===== config.mk =====
export PLATFORM = sky130hd
export DESIGN_NAME = lfsr_noise_drum_generator_top
export DESIGN_NICKNAME = d
export VERILOG_FILES = /design/src/rtl/core/lndg_pkg.sv /design/src/rtl/core/lfsr_noise_drum_generator_top.sv /design/src/rtl/core/lndg_voice.sv
export SDC_FILE = /design/constraint.sdc
export NUM_CORES = 1
export LEC_CHECK = 0
export BUFFER_PORTS_ARGS = -buffer_cell sky130_fd_sc_hd__buf_2
export CORE_MARGIN = 1
export CORE_UTILIZATION = 59
export DETAILED_ROUTE_END_ITERATION = 10
export PLACE_DENSITY = 0.9
export SLEW_MARGIN = 10
export SYNTH_ARGS = -nofsm -noshare
export SYNTH_HDL_FRONTEND = slang
export SYNTH_HIERARCHICAL = 1
export SYNTH_SLANG_ARGS = --single-unit

===== constraint.sdc =====
create_clock -name clk -period 7.7 [get_ports clk]
set_input_delay 0.77 -clock clk [delete_from_list [all_inputs] [get_ports clk]]
set_output_delay 0.77 -clock clk [all_outputs]
set_load 0.01 [all_outputs]

===== src/rtl/core/lndg_pkg.sv =====
// Noise drum generator package: item type, per-kind constants and the LFSR step.
// No dependencies; imported by lndg_voice and lfsr_noise_drum_generator_top.
package lndg_pkg;

    typedef struct packed {
        logic        command;
        logic [1:0]  drum_type;
        logic [14:0] amplitude;
        logic [15:0] length_samples;
    } item_t;

    localparam logic CMD_TICK  = 1'b0;
    localparam logic CMD_START = 1'b1;

    localparam logic [1:0] KIND_KICK  = 2'd0;
    localparam logic [1:0] KIND_SNARE = 2'd1;
    localparam logic [1:0] KIND_HIHAT = 2'd2;
    localparam logic [1:0] KIND_HIHAT_ALT = 2'd3;

    localparam logic [14:0] LFSR_SEED = 15'h7FFF;
    localparam logic [16:0] ENV_ONE   = 17'd65536;
    localparam logic [16:0] ENV_FLOOR = 17'd66;
    localparam logic [14:0] MAG_MAX   = 15'h7FFF;

    function automatic logic [8:0] toggle_threshold(input logic [1:0] kind);
        logic [8:0] t;
        unique case (kind)
            KIND_KICK:      t = 9'd259;
            KIND_SNARE:     t = 9'd11;
            KIND_HIHAT:     t = 9'd1;
            KIND_HIHAT_ALT: t = 9'd1;
            default:        t = 9'd1;
        endcase
        return t;
    endfunction

    // Q0.16 decay per sample
    function automatic logic [15:0] decay_factor(input logic [1:0] kind);
        logic [15:0] d;
        unique case (kind)
            KIND_KICK:      d = 16'd65208;
            KIND_SNARE:     d = 16'd65012;
            KIND_HIHAT:     d = 16'd64881;
            KIND_HIHAT_ALT: d = 16'd64881;
            default:        d = 16'd64881;
        endcase
        return d;
    endfunction

    // shift right, feedback into bit 14; every kind but kick also forces it into bit 6
    function automatic logic [14:0] lfsr_step(input logic [14:0] s, input logic [1:0] kind);
        logic       fb;
        logic [14:0] n;
        fb = s[0] ^ s[1];
        n  = {fb, s[14:1]};
        if (kind != KIND_KICK)
        begin
            n[6] = fb;
        end
        return n;
    endfunction

endpackage


===== src/rtl/core/lfsr_noise_drum_generator_top.sv =====
// Noise drum generator top: input word register, voice datapath, result register.
// Depends on lndg_pkg and lndg_voice.
// Path: a tick word passes two registers, the input word register, then the result register.
// Throughput: one word per cycle while the result register can take a tick's sample.
// Start words and idle ticks give no result. Reset (rst_n low, async) idles the voice,
// empties both registers and seeds the LFSR to 0x7FFF with the envelope at 1.0.
module lfsr_noise_drum_generator_top #(
    parameter int unsigned LENGTH_MAX = 65535
) (
    input  logic               clk,
    input  logic               rst_n,
    input  logic               item_valid,
    output logic               item_stall,
    input  logic               command,
    input  logic [1:0]         drum_type,
    input  logic [14:0]        amplitude,
    input  logic [15:0]        length_samples,
    output logic               result_valid,
    input  logic               result_stall,
    output logic signed [15:0] sample,
    output logic               last
);
    import lndg_pkg::*;

    logic               item_valid_reg;
    item_t              item_reg;
    logic               result_valid_reg;
    logic signed [15:0] sample_reg;
    logic               last_reg;

    logic               voice_active;
    logic signed [15:0] voice_sample;
    logic               voice_last;
    logic               out_free;
    logic               gives_result;
    logic               fire;

    assign out_free     = !result_valid_reg || !result_stall;
    assign gives_result = (item_reg.command == CMD_TICK) && voice_active;
    assign fire         = item_valid_reg && (out_free || !gives_result);
    assign item_stall   = item_valid_reg && !fire;

    lndg_voice #(
        .LENGTH_MAX(LENGTH_MAX)
    ) u_voice (
        .clk    (clk),
        .rst_n  (rst_n),
        .fire   (fire),
        .item   (item_reg),
        .active (voice_active),
        .sample (voice_sample),
        .last   (voice_last)
    );

    always_ff @(posedge clk or negedge rst_n)
    begin
        if (!rst_n)
        begin
            item_valid_reg <= 1'b0;
        end
        else if (!item_stall)
        begin
            item_valid_reg <= item_valid;
        end
    end

    always_ff @(posedge clk)
    begin
        if (item_valid && !item_stall)
        begin
            item_reg <= '{command: command, drum_type: drum_type,
                          amplitude: amplitude, length_samples: length_samples};
        end
    end

    always_ff @(posedge clk or negedge rst_n)
    begin
        if (!rst_n)
        begin
            result_valid_reg <= 1'b0;
        end
        else if (fire && gives_result)
        begin
            result_valid_reg <= 1'b1;
        end
        else if (out_free)
        begin
            result_valid_reg <= 1'b0;
        end
    end

    always_ff @(posedge clk)
    begin
        if (fire && gives_result)
        begin
            sample_reg <= voice_sample;
            last_reg   <= voice_last;
        end
    end

    assign result_valid = result_valid_reg;
    assign sample       = sample_reg;
    assign last         = last_reg;

endmodule


===== src/rtl/core/lndg_voice.sv =====
// Noise drum voice state and per-sample datapath: LFSR, toggle counter, envelope.
// Depends on lndg_pkg.
module lndg_voice #(
    parameter int unsigned LENGTH_MAX = 65535
) (
    input  logic               clk,
    input  logic               rst_n,
    input  logic               fire,
    input  lndg_pkg::item_t    item,
    output logic               active,
    output logic signed [15:0] sample,
    output logic               last
);
    import lndg_pkg::*;

    logic [14:0] shift_reg, shift_next;
    logic [16:0] env_reg, env_next;
    logic [8:0]  toggle_reg, toggle_next;
    logic [15:0] left_reg, left_next;
    logic        active_reg, active_next;
    logic [1:0]  kind_reg, kind_next;
    logic [14:0] level_reg, level_next;

    logic [14:0] tick_shift;
    logic [8:0]  tick_toggle;
    logic [31:0] level_prod;
    logic [15:0] mag_full;
    logic [14:0] mag;
    logic [32:0] env_prod;
    logic [16:0] tick_env;
    logic [15:0] tick_left;
    logic [15:0] start_len;

    always_comb
    begin
        if (toggle_reg >= toggle_threshold(kind_reg))
        begin
            tick_toggle = 9'd0;
            tick_shift  = lfsr_step(shift_reg, kind_reg);
        end
        else
        begin
            tick_toggle = toggle_reg + 9'd1;
            tick_shift  = shift_reg;
        end

        level_prod = 32'(level_reg) * 32'(env_reg);
        mag_full   = level_prod[31:16];
        mag        = (mag_full > 16'(MAG_MAX)) ? MAG_MAX : mag_full[14:0];
        sample     = tick_shift[0] ? $signed({1'b0, mag}) : $signed(16'd0 - {1'b0, mag});

        env_prod  = 33'(env_reg) * 33'(decay_factor(kind_reg));
        tick_env  = env_prod[32:16];
        tick_left = (left_reg != 16'd0) ? left_reg - 16'd1 : 16'd0;
        last      = (tick_left == 16'd0) || (tick_env < ENV_FLOOR);

        if (32'(item.length_samples) > LENGTH_MAX)
        begin
            start_len = LENGTH_MAX[15:0];
        end
        else
        begin
            start_len = item.length_samples;
        end
    end

    always_comb
    begin
        shift_next  = shift_reg;
        env_next    = env_reg;
        toggle_next = toggle_reg;
        left_next   = left_reg;
        active_next = active_reg;
        kind_next   = kind_reg;
        level_next  = level_reg;
        if (fire)
        begin
            if (item.command == CMD_START)
            begin
                kind_next   = item.drum_type;
                level_next  = item.amplitude;
                left_next   = start_len;
                shift_next  = LFSR_SEED;
                env_next    = ENV_ONE;
                toggle_next = 9'd0;
                active_next = (start_len != 16'd0);
            end
            else if (active_reg)
            begin
                shift_next  = tick_shift;
                toggle_next = tick_toggle;
                env_next    = tick_env;
                left_next   = tick_left;
                active_next = !last;
            end
        end
    end

    always_ff @(posedge clk or negedge rst_n)
    begin
        if (!rst_n)
        begin
            shift_reg  <= LFSR_SEED;
            env_reg    <= ENV_ONE;
            toggle_reg <= 9'd0;
            left_reg   <= 16'd0;
            active_reg <= 1'b0;
            kind_reg   <= KIND_KICK;
            level_reg  <= 15'd0;
        end
        else
        begin
            shift_reg  <= shift_next;
            env_reg    <= env_next;
            toggle_reg <= toggle_next;
            left_reg   <= left_next;
            active_reg <= active_next;
            kind_reg   <= kind_next;
            level_reg  <= level_next;
        end
    end

    assign active = active_reg;

endmodule

* Yosys cells after proc, flatten, opt, wreduce, memory -nomap -nowiden *
Index checks and enable logic that the tools add are counted.

storage, ports and cells
  memory bits (writable) = 0
  latch bits = 0
  logic and storage cells = 76
  bits in read-only memories = 0
  register bits after elaboration = 128
  memories = 0

cells by class
  order comparisons = 3
  bitwise logic cells = 2
  eq/ne operators = 3
  multipliers = 2
  multiplexer cells = 20
  reductions and logical operators = 26
  $add $sub $neg = 3
  divide/modulo/power cells = 0
  shift-type cells = 0

operators by type and width
  kind                                                                               number
  15-bit two-way mux                                                                 5
  16-bit two-way mux                                                                 3
  16-bit one-hot mux with 3 select lines                                             1
  17-bit two-way mux                                                                 2
  17-bit by 16-bit multiplier with 33-bit output                                     1
  15-bit by 17-bit multiplier with 32-bit output                                     1
  16-bit nonzero test                                                                2
  9-bit two-way mux                                                                  3
  9-bit one-hot mux with 3 select lines                                              1
  17-bit by 7-bit less-than comparator with 1-bit output, second input constant      1
  16-bit by 15-bit greater-than comparator with 1-bit output, second input constant  1
  16-bit zero test                                                                   1
  1-bit by 15-bit subtractor with 16-bit output, first input constant                1
  16-bit by 1-bit subtractor with 16-bit output, second input constant               1
  9-bit by 1-bit adder with 9-bit output, second input constant                      1
  9-bit greater-or-equal comparator                                                  1
  2-bit nonzero test                                                                 4
  1-bit zero test                                                                    6
  1-bit logical AND                                                                  5
  1-bit two-way mux                                                                  5
  2-bit == test, second input constant                                               2
  2-bit AND reduction                                                                2
  1-bit logical OR                                                                   3
  3-bit AND reduction                                                                1
  5 further kinds                                                                    5

* Depth between registers and ports, before layout *
  depth in word-level cells = 9
  depth in mapped cells = 32

* By module *
The synthesis kept the hierarchy.

modules (own cells, without submodules)
  module                         instances  area an instance (um2)  sequential area each (um2)  cells an instance
  lndg_voice                     1          19,362.3                1,896.8                     2,137
  lfsr_noise_drum_generator_top  1          1,645.3                 1,581.5                     62

* Least setup slack after synthesis *
OpenSTA, ideal clock, no wires.

  kind = reg2reg
  start point = register u_voice.env_reg[13]
  end point = register sample_reg[10], in the netlist sample[10] (data pin)
  data arrival time = 7.394 ns
  path slack = 0.038 ns
  setup time = 0.268 ns
  stages on the path, launching flop included = 30
  period minus slack after synthesis = 7.662 ns
  required time = 7.432 ns
  cell sequence = dfrtp_1 -> clkbuf_1 -> clkbuf_1 -> nand2_1 -> fa_1 -> fa_1 -> inv_1 -> fa_1 -> fa_1 -> inv_1 -> fa_1 -> fa_1 -> inv_1 -> ha_1 -> buf_2 -> nand4_1 -> nor3_1 -> or4b_2 -> a21oi_1 -> or3_1 -> nand2_1 -> clkbuf_1 -> nor2_1 -> ha_1 -> inv_1 -> a211o_1 -> nand3b_1 -> nor4_1 -> mux2i_1 -> o21ai_0

between the ends
  word-level cells in the longest chain between the ends = 5

ends and longest elaborated chain
  element                                                     line                                 RTL
  from (decl)                                                 lndg_voice.sv:17                     logic [16:0] env_reg, env_next;
  from (signal assigned)                                      lndg_voice.sv:114                    env_reg <= env_next;
  15-bit by 17-bit multiplier with 32-bit output *            lndg_voice.sv:47                     level_prod = 32'(level_reg) * 32'(env_reg);
  16-bit by 15-bit greater-than comparator with 1-bit output  lndg_voice.sv:49                     mag = (mag_full > 16'(MAG_MAX)) ? MAG_MAX : mag_full[14:0];
  15-bit two-way mux *                                        lndg_voice.sv:49
  1-bit by 15-bit subtractor with 16-bit output               lndg_voice.sv:50                     sample = tick_shift[0] ? $signed({1'b0, mag}) : $signed(16'd0 - {1'b0, mag});
  15-bit two-way mux *                                        lndg_voice.sv:50
  via voice_sample[10]                                        lfsr_noise_drum_generator_top.sv:32  logic signed [15:0] voice_sample;
  to (signal assigned)                                        lfsr_noise_drum_generator_top.sv:96  sample_reg <= voice_sample;
  to (decl)                                                   lfsr_noise_drum_generator_top.sv:28  logic signed [15:0] sample_reg;

Mark *: on every way through the listed nets, which the timed path passes. The rest lies on a longest branch.
A chain may end at the register's enable or synchronous reset.

* Worst setup path in the final report *
  start point = register u_voice.level_reg[3]
  end point = register sample_reg[14], in the netlist sample[14] (data pin)

between the ends
  word-level cells in the longest chain between the ends = 5

ends and longest elaborated chain
  element                                                     line                                 RTL
  from (decl)                                                 lndg_voice.sv:22                     logic [14:0] level_reg, level_next;
  from (signal assigned)                                      lndg_voice.sv:119                    level_reg <= level_next;
  15-bit by 17-bit multiplier with 32-bit output *            lndg_voice.sv:47
  16-bit by 15-bit greater-than comparator with 1-bit output  lndg_voice.sv:49
  15-bit two-way mux *                                        lndg_voice.sv:49
  1-bit by 15-bit subtractor with 16-bit output               lndg_voice.sv:50
  15-bit two-way mux *                                        lndg_voice.sv:50
  via voice_sample[14]                                        lfsr_noise_drum_generator_top.sv:32

Marks and branches as above.

==> key figures <==
Outcome
  • Status: complete, no violations

Worst setup path
  • Buffer and inverter count on the worst path: 5
  • Crit path depth: 26
  • Critical-path maximum fanout: 8
  • Max incr delay on CP: between 0.6 and 0.7 ns
  • Most Frequent Cell on Critical Path: fa_1
  • Worst Path Arrival: 7.65 ns
  • Crit start category: register
  • Worst reg-to-reg setup slack: 0.23 ns
  • Worst Path Required: 7.88 ns
  • Reg2Reg Depth: 26
  • FF-to-FF End: sample[14]
  • Critical setup path kind: register to register
  • Delay-heaviest family, CP: adder cells
  • Max stage delay cell, worst path: or4b_2
  • Worst r2r src: u_voice/level_reg[3]
  • Crit end category: register

STA
  • Clock skew: ~0.018 ns
  • Fin Setup TNS: 0 ns
  • Max-slew violation count: 0
  • Crit path time final: between 7 and 8 ns
  • Final worst setup slack: 0.232 ns
  • Worst Tran Pin Value: 1.20 ns
  • Setup repair after global routing missed its margin: true
  • Final Cycle Share: 97.0%
  • Slew Limit Headroom: 19.7%
  • Hold WS: 0.477 ns
  • Fmax: about 130 MHz
  • Fin. Hold Viols: 0
  • Final Setup Violations: 0

Yosys
  • Count of cell types in the netlist: 77
  • Mean post-synth cell area: 9.55 sq um
  • Sequential share of the synthesized area: ~17%
  • Async SR Flop Fraction: 60.2%
  • Post-synth EDFFs: slightly above 50
  • FF+latch count, synth: ~130
  • Mapped Area: 0.0210 sq mm
  • Synth warn: 6
  • Cells after Synth: ~2,200
  • Mux cell area share after synthesis: 1.35%
  • Adder-Cell Fraction of Synth Area: 47.1%
  • XOR/XNOR Fraction of Synth Area: 1.79%
  • Synth Flop Type: dfrtp_1
  • Syn nets: 2,816
  • Largest family of logic cells by synthesized area: adder cells
  • Synth Area in Simple Gates: ~15%
  • Synth Area in Compound Gates: 8.23%

Finish
  • Area delta synth->final: 7.91%
  • Layout cells sized above 1: 10.7%
  • Area of the multi-input gates: 0.0155 sq mm
  • Max reg flops: 34
  • Antenna diode count: 0
  • Layout Nets: 2,871
  • Filler cell count: 2,439
  • Storage element area: 0.00350 sq mm

Die
  • Full die area: approximately 0.036 sq mm
  • # rows: 68
  • Die H: 191 microns
  • # IOs: 57
  • Initial core utilization: around 60%
  • Width of the chip: 191 microns
  • CORE AREA: 0.0348 sq mm

GRT
  • Global route hottest layer: met2
  • GR Layer Usage met2: 51.1%
  • Initial antenna violation count: 0
  • Grt total ovfl: 0
  • Pin count of the biggest net entering global routing: 78
  • Met3 usage: approximately 3.9%
  • First-pass GRT wire length: 83,400 microns
  • Vias in the first global route: 17,158
  • GR Util met1: 36.3%
  • GRT Overall Usage: 29.4%

Detailed routing
  • Starting DRC count in detailed routing: 1,409
  • Routed Antenna Nets: 0
  • DRC: 0
  • WL/cell: 18.3 microns
  • Via Count: 16,002
  • Detailed-router iteration count before antenna repair: 7
  • Routed WL: 49,900 microns
  • Via density: 5.88

CTS
  • Clock net sink count: between 100 and 150
  • Latest clock arrival within the worst-skew pair: 0.43 ns
  • Root Buffer: clkbuf_16
  • Clock buffer depth: 2
  • CTS clk-pin slew, worst paths: 0.07 ns
  • Num CTS Buffers: 17
  • CTS tree: yes
  • Max H-tree Level: 4

Hold path
  • HP Start: item_reg[16]
  • Endpoint with the worst hold slack: u_voice/level_reg[0]
  • Hold Path Stages: 1
  • Hold Path Class: register to register

Placed design
  • Setup WS pre-CTS: a little over 0.002 ns
  • DP Wirelength: 40,100 microns
  • # port buffers: 56
  • Global placement routability congestion: ~0.97

Flow run
  • Max Cap Viol: 0
cells in the final DEF (no fill, tap or decap), types with 13 or more instances in the layout:
cell type,instances
a21o_1,13
a21oi_1,63
a221o_1,14
and2_1,179
buf_2,55
buf_4,62
clkbuf_16,18
dfrtp_1,45
dfrtp_2,16
dfstp_2,16
edfxtp_1,51
fa_1,353
ha_1,225
inv_1,463
mux2_2,19
nand2_1,177
nand3_1,15
nand4_1,16
nor2_1,95
nor2b_1,19
nor3_1,26
nor4_1,13
o21ai_0,67
or2_2,13
xnor2_1,29
xor2_1,14
worst register-to-register path, cell delays in order, from the launching register on:
cell	delay [ns]
dfrtp_2	0.46
clkbuf_4	0.23
nand2_1	0.10
fa_1	0.54
inv_1	0.05
fa_1	0.46
fa_1	0.52
fa_1	0.50
fa_1	0.49
inv_1	0.05
fa_1	0.47
inv_1	0.04
ha_2	0.38
nand4_1	0.15
nor3_2	0.22
or4b_2	0.63
a21oi_2	0.21
or3_4	0.18
nand2_2	0.10
nor2_2	0.16
ha_1	0.15
inv_1	0.05
a211o_1	0.25
nand3b_1	0.29
nor3_2	0.26
and3_1	0.19
o22ai_1	0.07
final cells by class:
type	instances	share of cell area, %
Timing Repair Buffer	120	3.48
Sequential cell	128	15.4
Inverter	464	7.68
Clock inverter	14	0.469
Tap cell	455	2.51
Clock buffer	18	1.99
Multi-Input combinational cell	1523	68.4
synthesized netlist by cell type, types with 13 or more instances:
library cell  count  area share (%)
nand4_1          16            0.48
dfrtp_1          61             7.3
edfxtp_1         51             7.3
nor4_1           14            0.42
nor3_1           28            0.67
nor2_1           98             1.8
fa_1            353              34
nand3_1          15            0.36
inv_1           463             8.3
nor2b_1          19            0.57
ha_1            226              13
o21ai_0          69             1.6
a21oi_1          65             1.5
mux2_2           19             1.0
a221o_1          14            0.67
and2_1          178             5.3
or2_2            13            0.39
nand2_1         178             3.2
xor2_1           14            0.58
clkbuf_1         76             1.4
a21o_1           13            0.46
xnor2_1          29             1.2
dfstp_2          16             2.0
cell families after synthesis:
family	after synthesis
buf+inv	548
mux	26
fa+ha+maj	579
compound gates	262
xor+xnor	43
other cells	1
flops	128
simple gates	612
routing by layer:
| layer | routed length [microns] | vias to the layer above | part of all wire, % |
|---|---|---|---|
| li1 | - | 7057 | - |
| met1 | 18600 | 7964 | 37 |
| met2 | 25200 | 811 | 50 |
| met3 | 3930 | 170 | 7.9 |
| met4 | 2260 | 0 | 4.5 |
| met5 | 0 | - | 0 |
how the worst max path moves through the flow:
stage | start | end | slack [ns]
detailed placement | u_voice/env_reg[1] | sample[10] | 0.002
finish | u_voice/level_reg[3] | sample[14] | 0.23
CTS | u_voice/level_reg[2] | sample[10] | 0.04
global route | u_voice/level_reg[3] | sample[8] | -0.15
floorplan | u_voice/env_reg[13] | sample[10] | 0.04
global placement | u_voice/env_reg[7] | sample[10] | 0.22
metrics by stage:
stage,util (%),area (sq um),instances
detailed placement,63.2,22000,2683
finish,65.1,22700,2722
global route,65.1,22700,2722
floorplan,-,21000,2199
global placement,63.2,22000,2683
CTS,64.8,22500,2715
timing repair:
action | 4_1_cts | 5_1_grt
gates resized for setup | 5 | 25
endpoints found under the setup margin | 2 | 11
pin swaps | 0 | 3
hold buffers | 0 | 0
setup buffers | 0 | 7
Power is not shown: default switching activity piles up to over one toggle a cycle in this logic, so the estimate is an artifact.
